### config.mk
export PLATFORM = sky130hd
export DESIGN_NAME = ring_range_smoothness_unit
export DESIGN_NICKNAME = d
export VERILOG_FILES = /design/src/sv/rrs_pkg.sv /design/src/sv/rrs_divider.sv /design/src/sv/ring_range_smoothness_unit.sv
export VERILOG_INCLUDE_DIRS = /design/src /design/src/sv
export SDC_FILE = /design/constraint.sdc
export NUM_CORES = 2
export LEC_CHECK = 0
export BUFFER_PORTS_ARGS = -buffer_cell sky130_fd_sc_hd__buf_2
export CORE_MARGIN = 2
export CORE_UTILIZATION = 25
export DETAILED_ROUTE_END_ITERATION = 7
export GPL_TIMING_DRIVEN = 0
export SYNTH_ARGS = -nofsm -noshare
export SYNTH_HDL_FRONTEND = slang
export SYNTH_SLANG_ARGS = --single-unit
export TNS_END_PERCENT = 1
### constraint.sdc
create_clock -name clock -period 13.5 [get_ports clock]
set_input_delay 0 -clock clock [delete_from_list [all_inputs] [get_ports clock]]
set_output_delay 0 -clock clock [all_outputs]
set_load 0.03 [all_outputs]
### src/sv/ring_range_smoothness_unit_macros.svh
// assertion macros for the ring range smoothness unit
`ifndef RING_RANGE_SMOOTHNESS_UNIT_MACROS_SVH
`define RING_RANGE_SMOOTHNESS_UNIT_MACROS_SVH
`ifndef NO_ASSERTIONS
`define RRS_ASSERT_IMPL(label, clk, rst, cond) \
   label: assert property (@(posedge clk) disable iff (rst) (cond)) else $error("rrs check");
`define RRS_ASSERT_NEXT(label, clk, rst, pre, post) \
   label: assert property (@(posedge clk) disable iff (rst) (pre) |=> (post)) else $error("rrs check");
`else
`define RRS_ASSERT_IMPL(label, clk, rst, cond)
`define RRS_ASSERT_NEXT(label, clk, rst, pre, post)
`endif
`endif

### src/sv/rrs_pkg.sv
`default_nettype none
package rrs_pkg;
   localparam int HalfWindow = 5;
   localparam int WinLen = 2 * HalfWindow + 1;
   localparam int HeadLen = 2 * HalfWindow;
   localparam int MaxColumns = 2048;
   localparam int RangeW = 17;
   localparam int ColW = 11;
   localparam int CntW = 4;
   localparam int SumW = RangeW + CntW;
   localparam int BaseW = RangeW + CntW;
   localparam int SqW = 2 * SumW;
   localparam int DivSteps = SqW;
   localparam int StepW = 6;
   localparam logic [0:0] CsrColumnCount = 1'b0;
   localparam logic [0:0] CsrMinValidRange = 1'b1;

   typedef enum logic [2:0] {
      ST_IDLE, ST_GATHER, ST_MUL, ST_SQR, ST_DIV, ST_OUT
   } state_type;

   typedef struct packed {
      logic             start;
      logic [SqW-1:0]   dividend;
      logic [BaseW-1:0] divisor;
   } div_req_type;

   typedef struct packed {
      logic        done;
      logic [31:0] quotient;
   } div_rsp_type;
endpackage
`default_nettype wire

### src/sv/rrs_divider.sv
`default_nettype none
`include "ring_range_smoothness_unit_macros.svh"
// restoring divider, one quotient bit per cycle, saturating to 32 bits
module rrs_divider (
   input  wire logic                 clock,
   input  wire logic                 reset,
   input  wire rrs_pkg::div_req_type req,
   output rrs_pkg::div_rsp_type      rsp
);
   logic [rrs_pkg::SqW-1:0]   dvd_ff, dvd_in;
   logic [rrs_pkg::BaseW:0]   rem_ff, rem_in;
   logic [rrs_pkg::BaseW-1:0] dsr_ff, dsr_in;
   logic [rrs_pkg::StepW-1:0] step_ff, step_in;
   logic                      busy_ff, busy_in;
   logic                      done_ff, done_in;
   logic                      zero_ff, zero_in;
   logic [rrs_pkg::BaseW:0]   trial;
   logic                      sat;

   always_ff @(posedge clock) begin
      if (reset) begin
         busy_ff <= 1'b0;
         done_ff <= 1'b0;
      end else begin
         busy_ff <= busy_in;
         done_ff <= done_in;
      end
      dvd_ff  <= dvd_in;
      rem_ff  <= rem_in;
      dsr_ff  <= dsr_in;
      step_ff <= step_in;
      zero_ff <= zero_in;
   end

   always_comb begin
      dvd_in  = dvd_ff;
      rem_in  = rem_ff;
      dsr_in  = dsr_ff;
      step_in = step_ff;
      busy_in = busy_ff;
      zero_in = zero_ff;
      done_in = 1'b0;
      trial   = {rem_ff[rrs_pkg::BaseW-1:0], dvd_ff[rrs_pkg::SqW-1]};
      if (req.start) begin
         dvd_in  = req.dividend;
         dsr_in  = req.divisor;
         rem_in  = '0;
         step_in = '0;
         busy_in = 1'b1;
         // zero over zero gives zero
         zero_in = (req.dividend == '0);
      end else if (busy_ff) begin
         dvd_in = {dvd_ff[rrs_pkg::SqW-2:0], 1'b0};
         if (trial >= {1'b0, dsr_ff}) begin
            rem_in    = trial - {1'b0, dsr_ff};
            dvd_in[0] = 1'b1;
         end else begin
            rem_in = trial;
         end
         step_in = step_ff + 1'b1;
         if (step_ff == rrs_pkg::StepW'(rrs_pkg::DivSteps - 1)) begin
            busy_in = 1'b0;
            done_in = 1'b1;
         end
      end
   end

   // after the run the dividend register holds the quotient
   assign sat = (|dvd_ff[rrs_pkg::SqW-1:32]) || (dsr_ff == '0 && dvd_ff != '0);
   assign rsp.done = done_ff;
   assign rsp.quotient = zero_ff ? 32'h0 : (sat ? 32'hFFFF_FFFF : dvd_ff[31:0]);

   `RRS_ASSERT_NEXT(div_start_busy, clock, reset, req.start, busy_ff)
   `RRS_ASSERT_IMPL(div_done_idle, clock, reset, !(done_ff && busy_ff))
   `RRS_ASSERT_NEXT(div_done_pulse, clock, reset, done_ff, !done_ff)
endmodule
`default_nettype wire

### src/sv/ring_range_smoothness_unit.sv
`default_nettype none
`include "ring_range_smoothness_unit_macros.svh"
// Ring range smoothness: ranges of one ring row come in column order, one request
// each; every column with a present range and a present neighbour gets the squared
// deviation from its five neighbours on each side (wrapping around the row) over count
// times range. A column's result follows once its right neighbours have arrived; the
// last request of a row releases the ten wrapped columns too. The eleven window taps
// are gathered one per cycle, the MUL state forms count times range and the difference,
// the SQR state squares it in a 21x21 multiply, the restoring divider forms its 42
// quotient bits, and the OUT state presents the result; a missing result goes from MUL
// straight to OUT. One request is in work at a time; req_stall is high until all its
// results are taken.
module ring_range_smoothness_unit (
   input  wire logic        clock,
   input  wire logic        reset,
   input  wire logic        req_valid,
   output logic             req_stall,
   input  wire logic [16:0] req_range_mm,
   output logic             rsp_valid,
   input  wire logic        rsp_stall,
   output logic [10:0]      rsp_column_index,
   output logic             rsp_smooth_valid,
   output logic [31:0]      rsp_smoothness,
   output logic             rsp_last_of_row,
   input  wire logic        csr_write,
   input  wire logic [0:0]  csr_index,
   input  wire logic [16:0] csr_data
);
   localparam int RW = rrs_pkg::RangeW;
   localparam int CW = rrs_pkg::ColW;

   rrs_pkg::state_type state_ff, state_in;
   logic [11:0]   ncol_ff;
   logic [RW-1:0] minr_ff;
   logic [CW-1:0] col_ff, col_in;
   logic [RW-1:0] win_ff [rrs_pkg::WinLen];
   logic [RW-1:0] head_ff [rrs_pkg::HeadLen];
   // emission list: number of results left and current center column
   logic [3:0]    left_ff, left_in;
   logic [CW-1:0] ctr_ff, ctr_in;
   logic [CW-1:0] newest_ff, newest_in;
   logic [3:0]    tap_ff, tap_in;
   logic [RW-1:0] cr_ff, cr_in;
   logic [rrs_pkg::SumW-1:0] sum_ff, sum_in;
   logic [rrs_pkg::CntW-1:0] cnt_ff, cnt_in;
   logic [rrs_pkg::SumW-1:0] ad_ff, ad_in;
   logic [rrs_pkg::BaseW-1:0] base_ff, base_in;
   logic [CW-1:0] ocol_ff, ocol_in;
   logic          ovld_ff, ovld_in, olast_ff, olast_in;
   logic [31:0]   oq_ff, oq_in;
   rrs_pkg::div_req_type dreq;
   rrs_pkg::div_rsp_type drsp;

   logic [CW:0]   n_eff;
   logic [CW-1:0] nm1;
   logic [CW-1:0] col_j;
   logic          accept;
   logic [CW:0]   tcol;
   logic [CW-1:0] tc;
   logic [RW-1:0] tv;
   logic [CW-1:0] tap_age;
   logic [rrs_pkg::SumW-1:0] base_w;

   // clamp columns per row
   always_comb begin
      if (ncol_ff < 12'(rrs_pkg::WinLen)) n_eff = 12'(rrs_pkg::WinLen);
      else if (ncol_ff > 12'(rrs_pkg::MaxColumns)) n_eff = 12'(rrs_pkg::MaxColumns);
      else n_eff = ncol_ff;
      nm1 = CW'(n_eff - 1'b1);
   end

   // column of the incoming request
   assign col_j = (col_ff > nm1) ? nm1 : col_ff;

   assign accept = req_valid && !req_stall;
   assign req_stall = (state_ff != rrs_pkg::ST_IDLE);

   // tap column: center-5 .. center+5 modulo n
   always_comb begin
      tcol = {1'b0, ctr_ff} + 12'(tap_ff);
      if (tcol < 12'(rrs_pkg::HalfWindow)) tcol = tcol + n_eff - 12'(rrs_pkg::HalfWindow);
      else tcol = tcol - 12'(rrs_pkg::HalfWindow);
      if (tcol >= n_eff) tcol = tcol - n_eff;
      tc = tcol[CW-1:0];
      tap_age = newest_ff - tc;
      if (tc <= newest_ff && tap_age < CW'(rrs_pkg::WinLen)) tv = win_ff[tap_age[3:0]];
      else if (tc < CW'(rrs_pkg::HeadLen)) tv = head_ff[tc[3:0]];
      else tv = '0;
   end

   always_ff @(posedge clock) begin
      if (reset) begin
         state_ff <= rrs_pkg::ST_IDLE;
         ncol_ff  <= 12'd1808;
         minr_ff  <= 17'd10;
         col_ff   <= '0;
         for (int i = 0; i < rrs_pkg::WinLen; i++) win_ff[i] <= '0;
      end else begin
         state_ff <= state_in;
         col_ff   <= col_in;
         if (csr_write) begin
            unique case (csr_index)
               rrs_pkg::CsrColumnCount: ncol_ff <= csr_data[11:0];
               rrs_pkg::CsrMinValidRange: minr_ff <= csr_data;
               default: ;
            endcase
         end
         if (accept) begin
            for (int i = rrs_pkg::WinLen - 1; i > 0; i--) win_ff[i] <= win_ff[i-1];
            win_ff[0] <= req_range_mm;
         end
      end
      if (accept && col_j < CW'(rrs_pkg::HeadLen))
         head_ff[col_j[3:0]] <= req_range_mm;
      left_ff <= left_in; ctr_ff <= ctr_in; newest_ff <= newest_in;
      tap_ff <= tap_in; cr_ff <= cr_in; sum_ff <= sum_in; cnt_ff <= cnt_in;
      ad_ff <= ad_in; base_ff <= base_in; ocol_ff <= ocol_in;
      ovld_ff <= ovld_in; olast_ff <= olast_in; oq_ff <= oq_in;
   end

   assign base_w = rrs_pkg::SumW'(cnt_ff) * rrs_pkg::SumW'(cr_ff);

   always_comb begin
      state_in = state_ff;
      col_in = col_ff;
      left_in = left_ff; ctr_in = ctr_ff; newest_in = newest_ff;
      tap_in = tap_ff; cr_in = cr_ff; sum_in = sum_ff; cnt_in = cnt_ff;
      ad_in = ad_ff; base_in = base_ff; ocol_in = ocol_ff;
      ovld_in = ovld_ff; olast_in = olast_ff; oq_in = oq_ff;
      dreq.start = 1'b0;
      dreq.dividend = rrs_pkg::SqW'(ad_ff) * rrs_pkg::SqW'(ad_ff);
      dreq.divisor = base_ff;
      unique case (state_ff)
         rrs_pkg::ST_IDLE: begin
            if (accept) begin
               newest_in = col_j;
               col_in = (col_j == nm1) ? '0 : col_j + 1'b1;
               // wrap list starts at n-5 and runs ten columns
               if (col_j == nm1) left_in = 4'd11;
               else left_in = 4'd1;
               if (col_j >= CW'(rrs_pkg::HeadLen)) begin
                  ctr_in = col_j - CW'(rrs_pkg::HalfWindow);
               end else begin
                  ctr_in = nm1 - CW'(rrs_pkg::HalfWindow - 1);
                  left_in = left_in - 1'b1;
               end
               tap_in = '0; sum_in = '0; cnt_in = '0;
               if (left_in != 0) state_in = rrs_pkg::ST_GATHER;
            end
         end
         rrs_pkg::ST_GATHER: begin
            if (tap_ff == 4'(rrs_pkg::HalfWindow)) cr_in = tv;
            else if (tv >= minr_ff) begin
               sum_in = sum_ff + rrs_pkg::SumW'(tv);
               cnt_in = cnt_ff + 1'b1;
            end
            tap_in = tap_ff + 1'b1;
            if (tap_ff == 4'(rrs_pkg::WinLen - 1)) state_in = rrs_pkg::ST_MUL;
         end
         rrs_pkg::ST_MUL: begin
            base_in = base_w;
            ad_in = (sum_ff >= base_w) ? sum_ff - base_w : base_w - sum_ff;
            ocol_in = ctr_ff;
            olast_in = (left_ff == 4'd1) && (newest_ff == nm1);
            ovld_in = (cr_ff >= minr_ff) && (cnt_ff != 0);
            oq_in = '0;
            state_in = ovld_in ? rrs_pkg::ST_SQR : rrs_pkg::ST_OUT;
         end
         rrs_pkg::ST_SQR: begin
            // square of the registered difference starts the divider
            dreq.start = 1'b1;
            state_in = rrs_pkg::ST_DIV;
         end
         rrs_pkg::ST_DIV: begin
            if (drsp.done) begin
               oq_in = drsp.quotient;
               state_in = rrs_pkg::ST_OUT;
            end
         end
         rrs_pkg::ST_OUT: begin
            if (!rsp_stall) begin
               left_in = left_ff - 1'b1;
               ctr_in = (ctr_ff == nm1) ? '0 : ctr_ff + 1'b1;
               tap_in = '0; sum_in = '0; cnt_in = '0;
               state_in = (left_ff == 4'd1) ? rrs_pkg::ST_IDLE : rrs_pkg::ST_GATHER;
            end
         end
         default: state_in = rrs_pkg::ST_IDLE;
      endcase
      // a new column count starts a new row
      if (csr_write && csr_index == rrs_pkg::CsrColumnCount) col_in = '0;
   end

   rrs_divider u_div (.clock(clock), .reset(reset), .req(dreq), .rsp(drsp));

   assign rsp_valid = (state_ff == rrs_pkg::ST_OUT);
   assign rsp_column_index = ocol_ff;
   assign rsp_smooth_valid = ovld_ff;
   assign rsp_smoothness = oq_ff;
   assign rsp_last_of_row = olast_ff;

   `RRS_ASSERT_IMPL(out_zero_invalid, clock, reset, !(rsp_valid && !rsp_smooth_valid && rsp_smoothness != 0))
   `RRS_ASSERT_NEXT(out_holds, clock, reset, rsp_valid && rsp_stall, rsp_valid && $stable(rsp_smoothness))
   `RRS_ASSERT_IMPL(no_accept_busy, clock, reset, !(accept && state_ff != rrs_pkg::ST_IDLE))
endmodule
`default_nettype wire
==> results.md <==
* Remaining DRCs at 0
* CTS tree: done
* Final WL at 129 mm
* Number of synthesized flops with an enable pin at 580
* Row count at 162
* Endpoints failing hold at 0
* Placer congestion estimate at 0.884
* Synthesized flop and latch total at around 650
* Dpl hpwl at 102 mm
* Crit path largest cell delay at 0.62 ns
* Vias in the first global route at 34,733
* GRT Util Overall at 12.9%
* Syn_area_per_cell at 10.7 µm²
* Global-route wire length before repair at 202 mm
* Share of the synthesized area in the top cell type at 35.5%
* Clock Latency Late Sink at 0.69 ns
* Outcome: finished, final reports clean
* Largest net degree at the start of global routing at 73
* Synth warn at 0
* Worst Setup Start Kind: flop
* Area Overhead vs Synth at 13.8%
* Fill cells at between 20,000 and 25,000
* Avg WL per Cell at 17.3 µm
* Synth Cell Area at 49,100 µm²
* Relative slew slack at 11.9%
* FF-to-FF setup slack at 0.85 ns
* Core area at just under 200,000 µm²
* CTS clk-pin slew, worst paths at 0.06 ns
* IO Count at 87
* CP max-delay cell: or4_1
* Crit Path Max Fanout at 10
* Initial antenna violation count at 13
* Vias at around 34,000
* F_max at slightly below 80 MHz
* Starting density of the core at 25.2%
* Actual slew at the worst max-slew pin at 1.30 ns
* Peak VDD IR at 0.106 mV
* Vias per inst at 4.51
* Max Slew Vio Count at 0
* Place WS at -1.67 ns
* Min Clock Period, post-route at 12.65 ns
* Area leader, netlist: edfxtp_1
* Nets at 5,540
* Arrival time at the worst endpoint at 13.06 ns
* Sequential fraction of the synthesis area at 38.4%
* Power, Total at approximately 6.5 mW
* Setup ws final at between 0.8 and 0.9 ns
* Syn nets at about 5,300
* Die ar. at 200,000 µm²
* Worst Hold Class: input pin to flop
* Largest cells by area after synthesis: edfxtp_1 35%, fa_1 14%, ha_1 9.2%
* CP Capture Type: flop
* Setup CP Type: flop to flop
* I/O Buffers at 85
* Most frequent cells in the layout: 602 x inv_1, 580 x edfxtp_1, 417 x nand2_1
* Setup TNS Final at 0 ns
* Antenna Violating Nets Remaining at 0
* Ys async rst share at 0%
* Prevailing post-synth register cell: edfxtp_1
* Leakage at ~24 nW
* Number of buffers created by CTS at 70
* Cell variety after synth at slightly above 90
* CTS H-Tree Depth at 3
* Tcrit/Tclk final at roughly 94%
* MaxCap Viol Count at 0
* WP data required at approximately 14 ns
* Setup violators final at 0
* Sink Count at roughly 650
* Fraction of layout cells with a size suffix above 1 at approximately 7.3%
* Clock Path Buffers at 3
* Total gr overflow at 0
* Die Height at around 450 µm
* Synth Instances at approximately 4,600
* Commonest non-fill, non-tap cell in the layout: inv_1
* Skew final at 0.0626 ns
* RSZ-0062 raised after global routing: no
* Starting DRT DRC Count at 2,347
* Most frequent cell on the critical path: a21o_1
* PwrDens at 117 nW/µm²
* Clock Tree Root: clkbuf_16
* Die Width at 447 µm
* DR pass1 iterations at 7
per-stage QoR:
stage	instances	hold WS [ns]	instance area [µm²]	util (%)
2_1_floorplan	4582	0.0989	49100	-
3_3_place_gp	7291	0.245	52800	27.1
3_5_place_dp	7296	0.247	52900	27.1
4_1_cts	7468	0.0776	55800	28.6
5_1_grt	7472	0.114	55800	28.6
6_report	7473	0.0906	55800	28.6
cells by family (layout without fill, tap and decap cells):
| kind of cell | after synthesis | count (layout) | synth area share (%) |
|---|---|---|---|
| simple gates | 1299 | 1299 | 13.1 |
| other cells | 0 | 1 | 0 |
| xor+xnor | 235 | 235 | 4.23 |
| compound gates | 707 | 707 | 9.08 |
| mux | 182 | 182 | 5.49 |
| flops | 652 | 652 | 38.4 |
| buf+inv | 794 | 1060 | 6.16 |
| fa+ha+maj | 713 | 713 | 23.5 |
worst max-delay path: cells and delay by family (launching register included):
kind / cells / cell delay [ns]
AOI/OAI and AO/OA: 22 / 4.28
adders and majority gates: 9 / 3.25
xor gates and xnor gates: 1 / 0.14
DFF: 1 / 0.30
buffers and inverters: 7 / 1.65
and+or+nand+nor: 9 / 2.08
muxes: 3 / 0.66
registers in the layout (all words and copies together) (netlist names), 32 cells and up:
register,cells
head_ff,170
win_ff,187
rsp_smoothness,32
u_div.dvd_ff,42
final timing paths:
check / from / endpoint / depth (start not counted)
min reg2reg: base_ff[14]$_DFFE_PP_ / u_div.dsr_ff[14]$_DFFE_PP_ / 0
min: reset / ncol_ff[4]$_SDFFE_PP1P_ / 2
max reg2reg: ncol_ff[5]$_SDFFE_PP0P_ / sum_ff[14]$_SDFFCE_PN0P_ / 51
max: ncol_ff[5]$_SDFFE_PP0P_ / sum_ff[14]$_SDFFCE_PN0P_ / 51
power breakdown:
| group | leakage [nW] | switching [mW] | total [mW] | internal (mW) |
|---|---|---|---|---|
| sequential | 6.27 | 0.0377 | 2.34 | 2.30 |
| clock | 1.14 | 0.873 | 1.99 | 1.11 |
| combinational | 16.1 | 1.32 | 2.20 | 0.872 |
synthesized netlist by cell type (72+ instances only):
cell and number:
inv_1 603, edfxtp_1 580, nand2_1 417, ha_1 361
fa_1 347, and2_1 312, a21oi_1 228, nor2_1 216
xnor2_1 160, clkbuf_1 159, o21ai_0 153, mux2i_1 100
nand3_1 96, a21o_1 88, xor2_1 74, dfxtp_1 72
repair_timing:
action	in CTS	in global routing
pin swaps	0	1
endpoints found under the hold margin	230	0
hold buffers	44	0
endpoints found under the setup margin	37	37
buffers inserted	0	5
gates resized for setup	11	19
final cells by class:
| cell class | count | area, µm² | share of cell area [%] |
|---|---|---|---|
| multi-input combinational | 3136 | 27300 | 48.9 |
| buffer | 185 | 757 | 1.36 |
| sequential | 652 | 18900 | 33.8 |
| clock inverter | 48 | 549 | 0.984 |
| clock buffer | 80 | 1800 | 3.22 |
| antenna | 1 | 2.50 | 0.00448 |
| timing repair buffer | 139 | 1000 | 1.79 |
| tap | 2624 | 3280 | 5.88 |
| inverter | 608 | 2290 | 4.09 |
layer usage:
layer  up-vias  GRT usage (%)  share of wire, %
li1      16057              -                 -
met2       770           22.8                50
met3       190           1.67               4.3
met5         -              0                 0
met4         0           3.44               2.6
met1     16705           16.5                43
No activity file was read; power rests on OpenSTA's default activity.
